### config.mk
export PLATFORM = sky130hd
export DESIGN_NAME = distributed_mutex_agent_flat
export DESIGN_NICKNAME = d
export VERILOG_FILES = /design/src/sv/dmx_pkg.sv /design/src/sv/dmx_if.sv /design/src/sv/distributed_mutex_agent.sv /design/src/flat_wrapper.sv
export SDC_FILE = /design/constraint.sdc
export NUM_CORES = 1
export LEC_CHECK = 0
export BUFFER_PORTS_ARGS = -buffer_cell sky130_fd_sc_hd__buf_4
export CORE_MARGIN = 8
export CORE_UTILIZATION = 32
export DETAILED_ROUTE_END_ITERATION = 16
export PLACE_DENSITY = 0.46
export SYNTH_ARGS = -nofsm -noshare
export SYNTH_HDL_FRONTEND = slang
export SYNTH_SLANG_ARGS = --single-unit
### constraint.sdc
create_clock -name clk -period 10.45 [get_ports clk]
set_clock_uncertainty 0.15 [all_clocks]
set_input_delay 2.6125 -clock clk [delete_from_list [all_inputs] [get_ports clk]]
set_output_delay 2.6125 -clock clk [all_outputs]
set_load 0.05 [all_outputs]
### src/sv/dmx_pkg.sv
`timescale 1ns / 1ps
`default_nettype none

package dmx_pkg;

    localparam int MAX_PEERS = 64;
    localparam int ID_BITS   = 6;
    localparam int SEQ_BITS  = 16;

    // Peer count holds 0..MAX_PEERS, the walk index only 0..MAX_PEERS-1.
    localparam int CNT_W    = $clog2(MAX_PEERS + 1);
    localparam int PTR_W    = $clog2(MAX_PEERS);
    localparam int ID_SPACE = 1 << ID_BITS;

    localparam int PADDR_W = 3;
    localparam int PDATA_W = 32;

    localparam logic [PADDR_W-1:0] ADDR_OWN_ID = 3'd0;

    typedef enum logic [2:0] {
        OP_LOCAL_REQ = 3'd0,
        OP_IN_REQ    = 3'd1,
        OP_IN_REPLY  = 3'd2,
        OP_RELEASE   = 3'd3,
        OP_ADD_PEER  = 3'd4
    } op_t;

    typedef enum logic [1:0] {
        KIND_REQUEST = 2'd0,
        KIND_REPLY   = 2'd1,
        KIND_GRANT   = 2'd2
    } kind_t;

    typedef enum logic [2:0] {
        ST_IDLE,
        ST_DISPATCH,
        ST_REQ_RD,
        ST_REQ_USE,
        ST_REL_RD,
        ST_REL_USE,
        ST_REL_FLUSH,
        ST_EMIT
    } state_t;

endpackage

`default_nettype wire

### src/sv/dmx_if.sv
`timescale 1ns / 1ps
`default_nettype none

// Event channel into the agent.
interface dmx_evt_if
    import dmx_pkg::*;
();
    logic                valid;
    logic                ready;
    logic [2:0]          opcode;
    logic [ID_BITS-1:0]  peer_id;
    logic [SEQ_BITS-1:0] seq_in;

    modport source (output valid, opcode, peer_id, seq_in, input ready);
    modport sink   (input valid, opcode, peer_id, seq_in, output ready);
endinterface

// Message channel out of the agent.
interface dmx_msg_if
    import dmx_pkg::*;
();
    logic                valid;
    logic                ready;
    logic [1:0]          kind;
    logic [ID_BITS-1:0]  dest_id;
    logic [SEQ_BITS-1:0] seq_out;
    logic                last;

    modport source (output valid, kind, dest_id, seq_out, last, input ready);
    modport sink   (input valid, kind, dest_id, seq_out, last, output ready);
endinterface

`default_nettype wire

### src/sv/distributed_mutex_agent.sv
`timescale 1ns / 1ps
`default_nettype none

// Channel   Direction  Payload                            Handshake
// evt       in         opcode, peer_id, seq_in            valid/ready
// msg       out        kind, dest_id, seq_out, last       valid/ready
// apb       config     own_id at byte address 0           psel/penable, pready=1
//
// An item is taken only when the sequencer is idle; it then enters the dispatch state.
// Local request and local release walk the peer table with a read and a use state per
// entry, set by the registered read port of the peer memory; a release ends with a
// flush state. Other opcodes return to idle from dispatch or via the emit state.
// Reset clears all control state, the counters, the sequence numbers and the deferred marks;
// the peer table itself is not cleared, since only entries below the peer count are read.
// A stalled message output holds the sequencer wherever a new message would be produced.

module distributed_mutex_agent
    import dmx_pkg::*;
(
    input  wire logic               clk,
    input  wire logic               rst_n,
    dmx_evt_if.sink                 evt,
    dmx_msg_if.source               msg,
    input  wire logic               psel,
    input  wire logic               penable,
    input  wire logic               pwrite,
    input  wire logic [PADDR_W-1:0] paddr,
    input  wire logic [PDATA_W-1:0] pwdata,
    output logic      [PDATA_W-1:0] prdata,
    output logic                    pready
);

    // Sequencer and latched item.
    state_t              state_reg, state_next;
    op_t                 op_reg, op_next;
    logic [ID_BITS-1:0]  pid_reg, pid_next;
    logic [SEQ_BITS-1:0] seq_reg, seq_next;

    // Protocol state.
    logic [ID_BITS-1:0]  own_id_reg;
    logic [CNT_W-1:0]    peer_count_reg, peer_count_next;
    logic [ID_SPACE-1:0] marks_reg, marks_next;
    logic [SEQ_BITS-1:0] highest_reg, highest_next;
    logic [SEQ_BITS-1:0] own_seq_reg, own_seq_next;
    logic [CNT_W-1:0]    pending_reg, pending_next;
    logic                requesting_reg, requesting_next;

    // Table walk.
    logic [PTR_W-1:0]    idx_reg, idx_next;
    logic [ID_BITS-1:0]  tab_q_reg;
    logic                hold_valid_reg, hold_valid_next;
    logic [ID_BITS-1:0]  hold_id_reg, hold_id_next;

    // Single result for the short opcodes.
    kind_t               res_kind_reg, res_kind_next;
    logic [ID_BITS-1:0]  res_dest_reg, res_dest_next;

    // Output register.
    logic                out_valid_reg, out_valid_next;
    kind_t               out_kind_reg, out_kind_next;
    logic [ID_BITS-1:0]  out_dest_reg, out_dest_next;
    logic [SEQ_BITS-1:0] out_seq_reg, out_seq_next;
    logic                out_last_reg, out_last_next;

    logic [ID_BITS-1:0]  peer_mem [MAX_PEERS];
    logic                tab_we;

    logic                slot_free;
    logic                walk_end;
    logic                emit;
    kind_t               e_kind;
    logic [ID_BITS-1:0]  e_dest;
    logic [SEQ_BITS-1:0] e_seq;
    logic                e_last;
    logic                defer;
    logic                cfg_hit;

    // Configuration port. The only register is own_id.
    assign cfg_hit = (paddr == ADDR_OWN_ID);
    assign pready  = 1'b1;
    assign prdata  = cfg_hit ? PDATA_W'(own_id_reg) : '0;

    always_ff @(posedge clk or negedge rst_n)
    begin
        if (!rst_n)
        begin
            own_id_reg <= '0;
        end
        else if (psel && penable && pwrite && cfg_hit)
        begin
            own_id_reg <= pwdata[ID_BITS-1:0];
        end
    end

    // Peer table: written on an add, read once per cycle at the walk index.
    always_ff @(posedge clk)
    begin
        if (tab_we)
        begin
            peer_mem[peer_count_reg[PTR_W-1:0]] <= pid_reg;
        end
        tab_q_reg <= peer_mem[idx_reg];
    end

    assign evt.ready     = (state_reg == ST_IDLE);
    assign msg.valid     = out_valid_reg;
    assign msg.kind      = out_kind_reg;
    assign msg.dest_id   = out_dest_reg;
    assign msg.seq_out   = out_seq_reg;
    assign msg.last      = out_last_reg;

    // A new message may be loaded when the output register is empty or is drained now.
    assign slot_free = !out_valid_reg || msg.ready;
    assign walk_end  = ({1'b0, idx_reg} == CNT_W'(peer_count_reg - 1'b1));

    // An incoming request loses to our own pending request on the (seq, id) order.
    assign defer = requesting_reg &&
                   ((seq_reg > own_seq_reg) ||
                    ((seq_reg == own_seq_reg) && (pid_reg > own_id_reg)));

    always_ff @(posedge clk or negedge rst_n)
    begin
        if (!rst_n)
        begin
            state_reg      <= ST_IDLE;
            peer_count_reg <= '0;
            marks_reg      <= '0;
            highest_reg    <= '0;
            own_seq_reg    <= '0;
            pending_reg    <= '0;
            requesting_reg <= 1'b0;
            idx_reg        <= '0;
            hold_valid_reg <= 1'b0;
            out_valid_reg  <= 1'b0;
        end
        else
        begin
            state_reg      <= state_next;
            peer_count_reg <= peer_count_next;
            marks_reg      <= marks_next;
            highest_reg    <= highest_next;
            own_seq_reg    <= own_seq_next;
            pending_reg    <= pending_next;
            requesting_reg <= requesting_next;
            idx_reg        <= idx_next;
            hold_valid_reg <= hold_valid_next;
            out_valid_reg  <= out_valid_next;
        end
    end

    always_ff @(posedge clk)
    begin
        op_reg       <= op_next;
        pid_reg      <= pid_next;
        seq_reg      <= seq_next;
        hold_id_reg  <= hold_id_next;
        res_kind_reg <= res_kind_next;
        res_dest_reg <= res_dest_next;
        out_kind_reg <= out_kind_next;
        out_dest_reg <= out_dest_next;
        out_seq_reg  <= out_seq_next;
        out_last_reg <= out_last_next;
    end

    always_comb
    begin
        state_next      = state_reg;
        op_next         = op_reg;
        pid_next        = pid_reg;
        seq_next        = seq_reg;
        peer_count_next = peer_count_reg;
        marks_next      = marks_reg;
        highest_next    = highest_reg;
        own_seq_next    = own_seq_reg;
        pending_next    = pending_reg;
        requesting_next = requesting_reg;
        idx_next        = idx_reg;
        hold_valid_next = hold_valid_reg;
        hold_id_next    = hold_id_reg;
        res_kind_next   = res_kind_reg;
        res_dest_next   = res_dest_reg;
        tab_we          = 1'b0;
        emit            = 1'b0;
        e_kind          = KIND_REPLY;
        e_dest          = '0;
        e_seq           = '0;
        e_last          = 1'b0;

        unique case (state_reg)
            ST_IDLE:
            begin
                if (evt.valid)
                begin
                    op_next    = op_t'(evt.opcode);
                    pid_next   = evt.peer_id;
                    seq_next   = evt.seq_in;
                    state_next = ST_DISPATCH;
                end
            end

            ST_DISPATCH:
            begin
                state_next = ST_IDLE;
                case (op_reg)
                    OP_LOCAL_REQ:
                    begin
                        // The highest number saturates rather than wrapping.
                        requesting_next = 1'b1;
                        if (highest_reg != '1)
                        begin
                            highest_next = SEQ_BITS'(highest_reg + 1'b1);
                        end
                        own_seq_next = highest_next;
                        pending_next = peer_count_reg;
                        idx_next     = '0;
                        if (peer_count_reg == '0)
                        begin
                            res_kind_next = KIND_GRANT;
                            res_dest_next = '0;
                            state_next    = ST_EMIT;
                        end
                        else
                        begin
                            state_next = ST_REQ_RD;
                        end
                    end
                    OP_IN_REQ:
                    begin
                        if (seq_reg > highest_reg)
                        begin
                            highest_next = seq_reg;
                        end
                        if (defer)
                        begin
                            marks_next[pid_reg] = 1'b1;
                        end
                        else
                        begin
                            res_kind_next = KIND_REPLY;
                            res_dest_next = pid_reg;
                            state_next    = ST_EMIT;
                        end
                    end
                    OP_IN_REPLY:
                    begin
                        // A stray reply with nothing outstanding is dropped.
                        if (pending_reg != '0)
                        begin
                            pending_next = CNT_W'(pending_reg - 1'b1);
                            if (pending_reg == CNT_W'(1))
                            begin
                                res_kind_next = KIND_GRANT;
                                res_dest_next = '0;
                                state_next    = ST_EMIT;
                            end
                        end
                    end
                    OP_RELEASE:
                    begin
                        requesting_next = 1'b0;
                        idx_next        = '0;
                        hold_valid_next = 1'b0;
                        if (peer_count_reg != '0)
                        begin
                            state_next = ST_REL_RD;
                        end
                    end
                    OP_ADD_PEER:
                    begin
                        if (peer_count_reg != CNT_W'(MAX_PEERS))
                        begin
                            tab_we              = 1'b1;
                            marks_next[pid_reg] = 1'b0;
                            peer_count_next     = CNT_W'(peer_count_reg + 1'b1);
                        end
                    end
                    default:
                    begin
                        state_next = ST_IDLE;
                    end
                endcase
            end

            ST_REQ_RD:
            begin
                state_next = ST_REQ_USE;
            end

            ST_REQ_USE:
            begin
                if (slot_free)
                begin
                    emit   = 1'b1;
                    e_kind = KIND_REQUEST;
                    e_dest = tab_q_reg;
                    e_seq  = own_seq_reg;
                    e_last = walk_end;
                    if (walk_end)
                    begin
                        state_next = ST_IDLE;
                    end
                    else
                    begin
                        idx_next   = PTR_W'(idx_reg + 1'b1);
                        state_next = ST_REQ_RD;
                    end
                end
            end

            ST_REL_RD:
            begin
                state_next = ST_REL_USE;
            end

            ST_REL_USE:
            begin
                // Each found reply waits for the next or the flush, so the last is flagged.
                if (!(marks_reg[tab_q_reg] && hold_valid_reg && !slot_free))
                begin
                    if (marks_reg[tab_q_reg])
                    begin
                        if (hold_valid_reg)
                        begin
                            emit   = 1'b1;
                            e_kind = KIND_REPLY;
                            e_dest = hold_id_reg;
                        end
                        marks_next[tab_q_reg] = 1'b0;
                        hold_valid_next       = 1'b1;
                        hold_id_next          = tab_q_reg;
                    end
                    if (walk_end)
                    begin
                        state_next = ST_REL_FLUSH;
                    end
                    else
                    begin
                        idx_next   = PTR_W'(idx_reg + 1'b1);
                        state_next = ST_REL_RD;
                    end
                end
            end

            ST_REL_FLUSH:
            begin
                if (!hold_valid_reg)
                begin
                    state_next = ST_IDLE;
                end
                else if (slot_free)
                begin
                    emit            = 1'b1;
                    e_kind          = KIND_REPLY;
                    e_dest          = hold_id_reg;
                    e_last          = 1'b1;
                    hold_valid_next = 1'b0;
                    state_next      = ST_IDLE;
                end
            end

            ST_EMIT:
            begin
                if (slot_free)
                begin
                    emit       = 1'b1;
                    e_kind     = res_kind_reg;
                    e_dest     = res_dest_reg;
                    e_last     = 1'b1;
                    state_next = ST_IDLE;
                end
            end

            default:
            begin
                state_next = ST_IDLE;
            end
        endcase
    end

    // Output register: loaded on emit, emptied when the sink takes the item.
    always_comb
    begin
        out_valid_next = out_valid_reg;
        out_kind_next  = out_kind_reg;
        out_dest_next  = out_dest_reg;
        out_seq_next   = out_seq_reg;
        out_last_next  = out_last_reg;
        if (emit)
        begin
            out_valid_next = 1'b1;
            out_kind_next  = e_kind;
            out_dest_next  = e_dest;
            out_seq_next   = e_seq;
            out_last_next  = e_last;
        end
        else if (msg.ready)
        begin
            out_valid_next = 1'b0;
        end
    end

    // The table never holds more than its capacity.
    a_count_bound: assert property (@(posedge clk) disable iff (!rst_n)
        peer_count_reg <= CNT_W'(MAX_PEERS))
        else $error("peer count beyond table capacity");

    // Outstanding replies never exceed the peers asked.
    a_pending_bound: assert property (@(posedge clk) disable iff (!rst_n)
        pending_reg <= peer_count_reg)
        else $error("more replies pending than peers");

    // A walk only visits entries that have been written.
    a_walk_bound: assert property (@(posedge clk) disable iff (!rst_n)
        (state_reg == ST_REQ_USE || state_reg == ST_REL_USE) |->
        ({1'b0, idx_reg} < peer_count_reg))
        else $error("table walk past the peer count");

    // A held-back reply exists only during a release walk.
    a_hold_scope: assert property (@(posedge clk) disable iff (!rst_n)
        hold_valid_reg |->
        (state_reg == ST_REL_RD || state_reg == ST_REL_USE || state_reg == ST_REL_FLUSH))
        else $error("held reply outside a release walk");

    // Loading a message never overwrites one the sink has not taken.
    a_no_overwrite: assert property (@(posedge clk) disable iff (!rst_n)
        (out_valid_reg && !msg.ready) |=> $stable(out_dest_reg) && $stable(out_last_reg))
        else $error("pending message overwritten");

endmodule

`default_nettype wire
### src/flat_wrapper.sv
// flat-port wrapper written by rule: the top's interface ports become plain ports
module distributed_mutex_agent_flat import dmx_pkg::*;
  (clk, rst_n, psel, penable, pwrite, paddr, pwdata, prdata, pready, evt_valid, evt_opcode, evt_peer_id, evt_seq_in, evt_ready, msg_valid, msg_kind, msg_dest_id, msg_seq_out, msg_last, msg_ready);
  dmx_evt_if evt_i ();
  dmx_msg_if msg_i ();
  input  wire logic clk;
  input  wire logic rst_n;
  input  wire logic psel;
  input  wire logic penable;
  input  wire logic pwrite;
  input  wire logic [PADDR_W-1:0] paddr;
  input  wire logic [PDATA_W-1:0] pwdata;
  output logic      [PDATA_W-1:0] prdata;
  output logic pready;
  input wire logic [$bits(evt_i.valid)-1:0] evt_valid;
  input wire logic [$bits(evt_i.opcode)-1:0] evt_opcode;
  input wire logic [$bits(evt_i.peer_id)-1:0] evt_peer_id;
  input wire logic [$bits(evt_i.seq_in)-1:0] evt_seq_in;
  output wire logic [$bits(evt_i.ready)-1:0] evt_ready;
  output wire logic [$bits(msg_i.valid)-1:0] msg_valid;
  output wire logic [$bits(msg_i.kind)-1:0] msg_kind;
  output wire logic [$bits(msg_i.dest_id)-1:0] msg_dest_id;
  output wire logic [$bits(msg_i.seq_out)-1:0] msg_seq_out;
  output wire logic [$bits(msg_i.last)-1:0] msg_last;
  input wire logic [$bits(msg_i.ready)-1:0] msg_ready;
  assign evt_i.valid = evt_valid;
  assign evt_i.opcode = evt_opcode;
  assign evt_i.peer_id = evt_peer_id;
  assign evt_i.seq_in = evt_seq_in;
  assign evt_ready = evt_i.ready;
  assign msg_valid = msg_i.valid;
  assign msg_kind = msg_i.kind;
  assign msg_dest_id = msg_i.dest_id;
  assign msg_seq_out = msg_i.seq_out;
  assign msg_last = msg_i.last;
  assign msg_i.ready = msg_ready;
  distributed_mutex_agent u_core (.clk(clk), .rst_n(rst_n), .evt(evt_i), .msg(msg_i), .psel(psel), .penable(penable), .pwrite(pwrite), .paddr(paddr), .pwdata(pwdata), .prdata(prdata), .pready(pready));
endmodule
# == Word level (Yosys, flattened, before mapping) ==
# Memory sizes are Yosys's and may differ from the RTL's. A register that Yosys moved wholly into a read port is not among the register bits.
# Cells that the tools add are included.
# classes
n_mux,80
n_bitwise,6
n_reduce_logical,42
n_lt_le_gt_ge,7
add_sub_neg,5
eq_ne,30
# ops
op,count
2-to-1 mux 64 bit,4
case mux 64 bit (2 select lines),2
AND 64 bit,2
NOT 64 bit,2
2-to-1 mux 6 bit,16
bitwise OR 64 bit,1
case mux 6 bit (3 select lines),2
> comparator 16 bit,2
2-to-1 mux 16 bit,2
case mux 16 bit (2 select lines),1
2-to-1 mux 3 bit,10
case mux 3 bit (8 select lines),1
case mux 6 bit (4 select lines),1
2-to-1 mux 1 bit,22
adder 16 x 1 -> 16 bit (second input constant),1
== test 16 bit,1
inequality test 16 bit (second input constant),1
== test 3 bit (second input constant),5
AND reduction 3 bit,5
less-than comparator 6 x 7 -> 1 bit (second input constant),2
2-to-1 mux 2 bit,7
case mux 7 bit (2 select lines),1
nonzero test 7 bit,2
subtractor 7 x 1 -> 7 bit (second input constant),2
32 further kinds,75
# word_totals
reg_bits,192
ram_bits,384
wordCells,192
mem_count,1
# mem_list
name,words,width,read_ports,rd_ports_with_merged_regs,wr,line,rtl
u_core.peer_mem,64,6,1,1,1,distributed_mutex_agent.sv:65,logic [ID_BITS-1:0] peer_mem [MAX_PEERS];

# == Logic depth before layout (Yosys ltp) ==
# Gate-level depths: netlist (run 1).
# logic_depth
word_depth,9
depth_mapped,13
depth_no_buf,10

# == Least setup slack after synthesis (run 1) ==
# OpenSTA, ideal clock, no wires.
# synth_timing
kind,input port to output port
startpoint,input paddr[1]
endpoint,output prdata[0]
cell_stages,2
n_path_buf,0
setup_slack_ns,4.260
arrival_ns,3.427
path_cell_list,nor3_1 > and2_1
# synth_via
elab_chain_len,2
# synth_rtl
element,line,rtl
"start, declared",flat_wrapper.sv:11,input wire logic [PADDR_W-1:0] paddr;
zero test 3 bit,distributed_mutex_agent.sv:79,assign cfg_hit = (paddr == ADDR_OWN_ID);
2-to-1 mux 6 bit,distributed_mutex_agent.sv:81,assign prdata = cfg_hit ? PDATA_W'(own_id_reg) : '0;
"end, declared",flat_wrapper.sv:13,output logic [PDATA_W-1:0] prdata;
# Every way passes these cells.

# == Worst setup path after layout (run 1) ==
# layout_timing
startpoint,input paddr[1]
endpoint,output prdata[3]
# Same word-level chain as after synthesis.

==> results.cfg, run 1 <==
[yosys]
seq_area_frac_synth_pct = 60.8
synth_commonest_cells = 448 x edfxtp_1, 145 x nor2_1, 133 x mux4_2
synth_top_area_share_pct = 48.7
synth-edff-count = 448
ys_types = 80
yosysMostFrequentCell = edfxtp_1
avgSynthCellArea_sq_um = 14.2
yosys_warnings = 0
synth_top_area_cell = edfxtp_1
syn_area_sq_um = 27600
synthCells = 1948
synthArstFlopShare_pct = 22.0
ys_ff_latch = 582
netlist_top_cells_area = edfxtp_1 49%, dfrtp_1 12%, mux4_2 11%, mux2_1 2.5%, nor3_2 2.1%
ys.flop_type = edfxtp_1

[critical_path]
start_kind = primary input
cpPeakStageDelay_ns = 0.44
crit_required_ns = 7.69
cp_common_cell = buf_4
slowest_stage = nor3_1
critical_path.max_fanout = 7
cp-end-kind = output pin
cp.arrival_ns = 3.57
critPathKind = in -> out
cp_cell_sequence = buf_4 > nor3_1 > and2_1 > buf_4

[pwr]
p_leak_nw = 10.7
powerDensity_nw_per_um2 = 250
p_total_mw = 7.85
ir_drop_mv = 0.125

[route]
first_pass_iters = 5
wl_mm = 74.8
drc_errors = 0
detail-route-antenna-nets = 0
drtIter0Drc = 1379
vias_per_cell = 5.29
num_vias = 16800
wl_per_cell_microns = 23.5

[floorplanning]
start_util_pct = 32.4
rows = 107
die_h_microns = 310
dieArea_sq_um = 95900
die_w_microns = 310
pin_count = 127
core_sq_um = 85300

[clocking]
post-cts-setup-buffers = 0
ctsResizeCount = 0
cts_sinks = 582
clk_latency_ns = 0.62
cts_buffers = 69
path_clk_slew_ns = 0.06
h-tree-depth = 3
cts_tree = done
clockRootBuffer = clkbuf_16
ctsHoldBuffers = 0
cts_buffer_depth = 3

[global_routing]
grt-ovfl-total = 0
grt_max_degree = 77
antenna_found_initial = 0
first_global_vias = 17300
grt_pass1_wl_mm = 113
grt_usage_pct = 15.6

[timing]
max_freq_ghz = 0.158
relSlewSlack_pct = 18.7
finalHoldViolations = 0
finalSetupViolCount = 0
rsz0062_at_grt = false
fin_crit_sh_pct = 60.6
worst_slew_pin_slew_ns = 1.22
slew_viol_final = 0
period_needed_ns = 6.34
fin_tns_setup_ns = 0

[placement]
place_hpwl_mm = 46.2
gp_congestion = 0.759
portBuffers = 73

[hold_path]
hold_class = reg -> reg

[finish]
area_growth_pct = 13.8
nNetsFinal = 2099
antenna_cells = 0
drive_above_1_share_pct = 20.8

[flow_run]
maxCapViolations = 0

[run_status]
status = finished, final reports clean
-- stage by stage --
stage	cell area (sq um)	instances	hold slack [ns]	setup slack (ns)	util (%)
after floorplan	27700	1973	0.253	4.26	-
after global placement	29100	3061	0.321	4.16	34.2
after detailed placement	29100	3061	0.325	4.05	34.2
after CTS	31400	3187	0.339	4.05	36.8
after global routing	31400	3187	0.362	3.94	36.8
final	31400	3187	0.333	4.11	36.8
-- worst paths after layout --
path | from | to | slack [ns] | cells past startpoint
max | paddr[1] | prdata[3] | 4.11 | 4
min in group asynchronous | rst_n | u_core.own_seq_reg[7]$_DFFE_PN0P_ | 1.81 | 1
min | u_core.own_seq_reg[12]$_DFFE_PN0P_ | u_core.own_seq_reg[12]$_DFFE_PN0P_ | 0.33 | 2
min reg2reg | u_core.own_seq_reg[12]$_DFFE_PN0P_ | u_core.own_seq_reg[12]$_DFFE_PN0P_ | 0.33 | 2
max reg2reg | u_core.tab_q_reg[5]$_DFF_P_ | u_core.msg.dest_id[1]$_DFFE_PP_ | 6.08 | 8
max in group asynchronous | rst_n | u_core.idx_reg[0]$_DFFE_PN0P_ | 6.64 | 2
-- layout by cell type, fill, tap and decap left out, types with 16 or more instances in the layout --
master,synthesis,layout
buf_4,35,100
inv_1,51,51
nand3_1,39,39
and2_1,23,23
o211ai_1,27,27
dfrtp_1,128,124
a21oi_1,94,94
nor3_1,50,49
xnor2_1,19,19
nand2_1,117,117
and3_1,20,20
mux4_2,133,133
clkbuf_1,69,16
nor2_1,145,145
mux2i_1,26,26
conb_1,2,27
a32o_1,29,29
edfxtp_1,448,448
nor3_2,59,60
clkbuf_16,0,69
mux2_1,61,61
ha_1,44,44
o21ai_0,83,83
-- per-layer routing --
| layer | part of all wire [%] | vias to the layer above | GRT usage (%) |
|---|---|---|---|
| li1 | - | 7547 | - |
| met1 | 45 | 8721 | 21.3 |
| met2 | 47 | 460 | 25.1 |
| met3 | 4.9 | 121 | 2.61 |
| met4 | 3.2 | 0 | 5.37 |
| met5 | 0 | - | 0 |
-- area by class of cell --
class                           instances  area (sq um)
Tap cell                             1144          1430
Inverter                               53           199
Fill cell                            8105         53900
Clock inverter                         39           468
Clock buffer                           87          1810
Sequential cell                       582         16800
Timing Repair Buffer                  101           762
Multi-Input combinational cell       1181          9950
-- where the power goes --
part	total, mW	switching (mW)	internal (mW)
logic	2.44	1.59	0.843
clock network	2.42	1.02	1.40
registers	2.99	0.238	2.75
total	7.85	2.85	5.00
-- cell families after synthesis --
family,Yosys count,share of synthesized area (%)
buffers and inverters,210,3.66
adder cells (fa/ha/maj),44,1.99
AND/OR/NAND/NOR,539,10.5
XOR/XNOR,28,0.889
AO/OA/AOI/OAI,313,7.36
flip-flops,582,60.8
other,2,0.0272
multiplexers,230,14.7
-- worst max-delay path: cells and delay by family --
family,cells,cell delay [ns]
buffers and inverters,2,0.31
AND/OR/NAND/NOR,2,0.65
No activity file was read; power rests on OpenSTA's default activity.
==> run 2, diff against run 1 <==
clock period = 6.2 ns   (was 10.45 ns; I/O delays follow)
==> run 2 against run 1 <==
  * Register-to-register slack worse by 4.3 ns
  * Sequential power increased by 73%
  * Cell count about the same
  * Design area down 0.15%
  * Core utilization shrank 0.056 points
  * Critical path depth grew 4
  * Critical endpoint is now u_core.msg.dest_id[0]$_DFFE_PP_
  * Largest cell class unchanged
  * Highest routed layer unchanged
==> results.cfg, run 2 (synthesis gave the netlist of run 1 again) <==
[pwr]
swShare_pct = 35.6
pwr-share-comb_pct = 30.3
p_int_mw = 8.42
p_seq_share_pct = 39.4
p_leak_nw = 10.6
powerDensity_nw_per_um2 = 417
clkPwrFrac_pct = 30.2
ir_drop_mv = 0.344
p_switching_mw = 4.65
p_total_mw = 13.1

[floorplanning]
start_util_pct = 32.4
die_w_microns = 310
dieArea_sq_um = 95900
die_h_microns = 310
pin_count = 127
core_sq_um = 85300
rows = 107

[global_routing]
grt_max_degree = 93
grt_pass1_wl_mm = 111
grt-ovfl-total = 0
antenna_found_initial = 1
grt_usage_pct = 15.2
first_global_vias = 17200

[timing]
fin_crit_sh_pct = 71.7
relSlewSlack_pct = 18.1
finalSetupViolCount = 0
slew_viol_final = 0
finalHoldViolations = 0
worst_slew_pin_slew_ns = 1.23
period_needed_ns = 4.44
max_freq_ghz = 0.225
fin_tns_setup_ns = 0
rsz0062_at_grt = false

[critical_path]
start_kind = flip-flop
rr_worst_depth = 8
cp.depth = 8
critical_path.max_fanout = 25
crit_start = u_core.tab_q_reg[4]$_DFF_P_
cp.arrival_ns = 4.50
critPathKind = reg -> reg
critPathBufInv = 0
cpPeakStageDelay_ns = 0.98
crit_end = u_core.msg.dest_id[0]$_DFFE_PP_
r2r-end = u_core.msg.dest_id[0]$_DFFE_PP_
reg2reg_slack_ns = 1.76
rr_startpoint = u_core.tab_q_reg[4]$_DFF_P_
slowest_stage = nand2b_1
cp_common_cell = and4_1
crit_required_ns = 6.25
cp-end-kind = flip-flop
cp_cell_sequence = nor3b_2 > nand2_1 > and4_1 > a22oi_1 > nor2_1 > o21ai_0 > and4_1 > nand2b_1
crit_family = simple AND/OR/NAND/NOR gates

[route]
num_vias = 16700
wl_mm = 72.8
first_pass_iters = 5
drc_errors = 0
drtIter0Drc = 1205
detail-route-antenna-nets = 0
wl_per_cell_microns = 22.8
vias_per_cell = 5.23

[clocking]
cts_tree = done
cts_sinks = 582
clk_latency_ns = 0.61
cts_buffers = 70
h-tree-depth = 3
cts_buffer_depth = 3
ctsResizeCount = 0
ctsHoldBuffers = 0
clockRootBuffer = clkbuf_16
post-cts-setup-buffers = 0
path_clk_slew_ns = 0.06

[finish]
final_util_pct = 36.8
multi_input_area_sq_um = 9930
area_growth_pct = 13.6
regArea_sq_um = 16800
drive_above_1_share_pct = 20.7
nFillCells = 8102
final_cell_mix = 448 x edfxtp_1, 145 x nor2_1, 133 x mux4_2
finalNonFillerCells = 3189
nNetsFinal = 2107
layout_commonest_cell = edfxtp_1
antenna_cells = 0

[placement]
dp.cells = 3068
place_hpwl_mm = 46.4
gp_congestion = 0.777
portBuffers = 73

[flow_run]
maxCapViolations = 0

[hold_path]
hold_class = reg -> reg

[run_status]
status = finished, final reports clean
==> run 2: worst min path at each step <==
stage	cells past startpoint	end	slack, ns	start
after global placement	2	u_core.own_seq_reg[4]$_DFFE_PN0P_	0.32	u_core.own_seq_reg[4]$_DFFE_PN0P_
after detailed placement	2	u_core.own_seq_reg[4]$_DFFE_PN0P_	0.32	u_core.own_seq_reg[4]$_DFFE_PN0P_
after floorplan	0	u_core.hold_id_reg[1]$_DFFE_PP_	0.25	u_core.tab_q_reg[1]$_DFF_P_
after CTS	2	u_core.own_seq_reg[4]$_DFFE_PN0P_	0.34	u_core.own_seq_reg[4]$_DFFE_PN0P_
final	2	u_core.own_seq_reg[4]$_DFFE_PN0P_	0.33	u_core.own_seq_reg[4]$_DFFE_PN0P_
after global routing	2	u_core.own_seq_reg[12]$_DFFE_PN0P_	0.37	u_core.own_seq_reg[12]$_DFFE_PN0P_
==> run 2: worst reg2reg max path: cells and delay by family, from the launching register on <==
| kind | cells | cell delay (ns) |
|---|---|---|
| simple gates | 6 | 2.62 |
| flops | 1 | 0.78 |
| compound gates | 2 | 0.51 |
==> run 2: through the flow <==
step | hold WS [ns] | instance area (sq um) | setup slack [ns]
floorplan | 0.253 | 27700 | 2.14
global placement | 0.320 | 29200 | 1.81
detailed placement | 0.321 | 29200 | 1.74
CTS | 0.335 | 31400 | 1.75
global route | 0.366 | 31400 | 1.51
finish | 0.333 | 31400 | 1.76
==> run 2: routing by layer <==
layer	vias to the layer above	wire length, microns	GRT usage (%)
li1	7530	-	-
met2	387	35100	24.9
met3	116	3450	2.88
met4	0	2280	5.01
met5	-	0	0
met1	8637	32000	20.3
==> run 2: layout make-up <==
cell class                      count  area share (%)
Multi-Input combinational cell   1181            31.7
Sequential cell                   582            53.5
Clock buffer                       94            6.00
Clock inverter                     27           0.937
Tap cell                         1144            4.56
Inverter                           53           0.634
Timing Repair Buffer              108            2.68
==> run 2: power groups by stage <==
stage	logic (mW)	registers, mW	clock network (mW)
after global routing	4.32	5.23	4.22
after floorplan	2.94	5.10	0
after global placement	3.97	5.23	0
after CTS	4.02	5.17	4.07
final	3.96	5.16	3.95
after detailed placement	4.00	5.24	0
==> run 3, diff against run 2 <==
PLACE_DENSITY = 0.48   (was 0.46)
clock period = 4 ns   (was 6.2 ns; I/O delays follow)
==> run 3 against run 2 <==
  * Wire length is essentially flat
  * Register-to-register slack lost 1.2 ns
  * Global-route usage is essentially flat
  * Worst setup slack lost 1.2 ns
  * Core utilization grew 0.48 points
  * Hold slack lost 0.13 ns
  * Critical path type unchanged
  * Highest routed layer unchanged
  * Clock power grew 59%
  * Die area is the same
  * Flip-flop and latch count is the same
  * Fmax grew 29%
  * Power grew 59%
==> results.cfg, run 3 (synthesis gave the netlist of run 1 again) <==
[route]
detail-route-antenna-nets = 0
drtIter0Drc = 1220
vias_per_cell = 5.20
drc_errors = 0
wl_per_cell_microns = 22.6
wl_mm = 72.9
num_vias = 16700
first_pass_iters = 5

[finish]
fin_area_sq_um = 31800
drive_above_1_share_pct = 22.0
multi_input_area_sq_um = 9930
nFillCells = 8103
antenna_cells = 0
area_growth_pct = 15.1
final_cell_mix = 448 x edfxtp_1, 145 x nor2_1, 133 x mux4_2
nNetsFinal = 2133
regArea_sq_um = 16800
finalNonFillerCells = 3220
layout_commonest_cell = edfxtp_1

[timing]
period_needed_ns = 3.44
worst_slew_pin_slew_ns = 1.02
rsz0062_at_grt = false
slew_viol_final = 0
relSlewSlack_pct = 31.8
setup_slack_ns = 0.560
finalHoldViolations = 0
fin_crit_sh_pct = 86.0
max_freq_ghz = 0.291
finalSetupViolCount = 0
fin_tns_setup_ns = 0

[placement]
dp.cells = 3096
portBuffers = 73
gp_congestion = 0.795
post_dp_cell_area_sq_um = 29500
place_ws_ns = 0.541
place_hpwl_mm = 47.0

[critical_path]
start_kind = flip-flop
critPathKind = reg -> reg
critical_path.max_fanout = 24
cp.arrival_ns = 3.76
cp-end-kind = flip-flop
crit_required_ns = 4.32

[clocking]
cts_tree = done
cts_buffers = 68
path_clk_slew_ns = 0.05
ctsResizeCount = 0
h-tree-depth = 3
cts_buffer_depth = 3
clk_latency_ns = 0.60
cts_sinks = 582
post-cts-setup-buffers = 0
clockRootBuffer = clkbuf_16
ctsHoldBuffers = 0

[global_routing]
first_global_vias = 17400
grt-ovfl-total = 0
grt_pass1_wl_mm = 112
antenna_found_initial = 0
grt_usage_pct = 15.2
grt_max_degree = 130

[pwr]
p_total_mw = 20.7
powerDensity_nw_per_um2 = 653
p_leak_nw = 10.9
ir_drop_mv = 0.606

[floorplanning]
rows = 107
dieArea_sq_um = 95900
die_h_microns = 310
pin_count = 127
start_util_pct = 32.4
core_sq_um = 85300
die_w_microns = 310

[flow_run]
maxCapViolations = 0

[hold_path]
hold_class = in -> async

[run_status]
status = finished, final reports clean
==> run 3: cell type report <==
type                    instances  share of cell area (%)
well taps                    1144                    4.50
multi-input cells            1181                    31.3
clock buffers                  84                    5.74
repair buffers                136                    3.70
clock inverters                40                    1.34
flip-flops and latches        582                    52.8
inverters                      53                   0.626
==> run 3: per-stage QoR <==
stage | utilization [%] | hold slack (ns)
finish | 37.3 | 0.205
global route | 37.3 | 0.217
CTS | 37.3 | 0.198
detailed placement | 34.6 | 0.324
global placement | 34.6 | 0.321
floorplan | - | 0.253
==> run 3: metal layers <==
layer	wire length, microns	track usage, %	vias up
li1	-	-	7600
met4	1370	3.47	0
met2	35700	25.6	340
met1	32700	20.6	8707
met3	3020	2.26	88
met5	0	0	-
==> run 3: critical path: stages, from the launching register on <==
cell and delay, ns:
edfxtp_1 0.47, ha_1 0.34, nand4_1 0.24, or4_1 0.59
o21ai_1 0.15, a31oi_1 0.15, o31ai_4 0.32, buf_4 0.45
nor3_2 0.09, mux2_1 0.34
==> run 3: final timing paths <==
kind | from | endpoint | slack [ns] | cells after the start
min | rst_n | u_core.own_id_reg[0]$_DFFE_PN0P_ | 0.20 | 1
min in group clk | u_core.own_seq_reg[6]$_DFFE_PN0P_ | u_core.own_seq_reg[6]$_DFFE_PN0P_ | 0.34 | 2
max | u_core.seq_reg[15]$_DFFE_PP_ | flip-flop | 0.56 | 9
min reg2reg | u_core.own_seq_reg[6]$_DFFE_PN0P_ | u_core.own_seq_reg[6]$_DFFE_PN0P_ | 0.34 | 2
max reg2reg | u_core.seq_reg[15]$_DFFE_PP_ | flip-flop | 0.56 | 9
max in group asynchronous | rst_n | u_core.idx_reg[1]$_DFFE_PN0P_ | 2.68 | 2
==> run 3: report_power, final <==
part | leakage (nW) | switching [mW] | internal, mW
clock | 1.09 | 2.51 | 3.77
sequential | 5.81 | 0.666 | 7.19
combinational | 3.96 | 4.14 | 2.46
total | 10.9 | 7.31 | 13.4
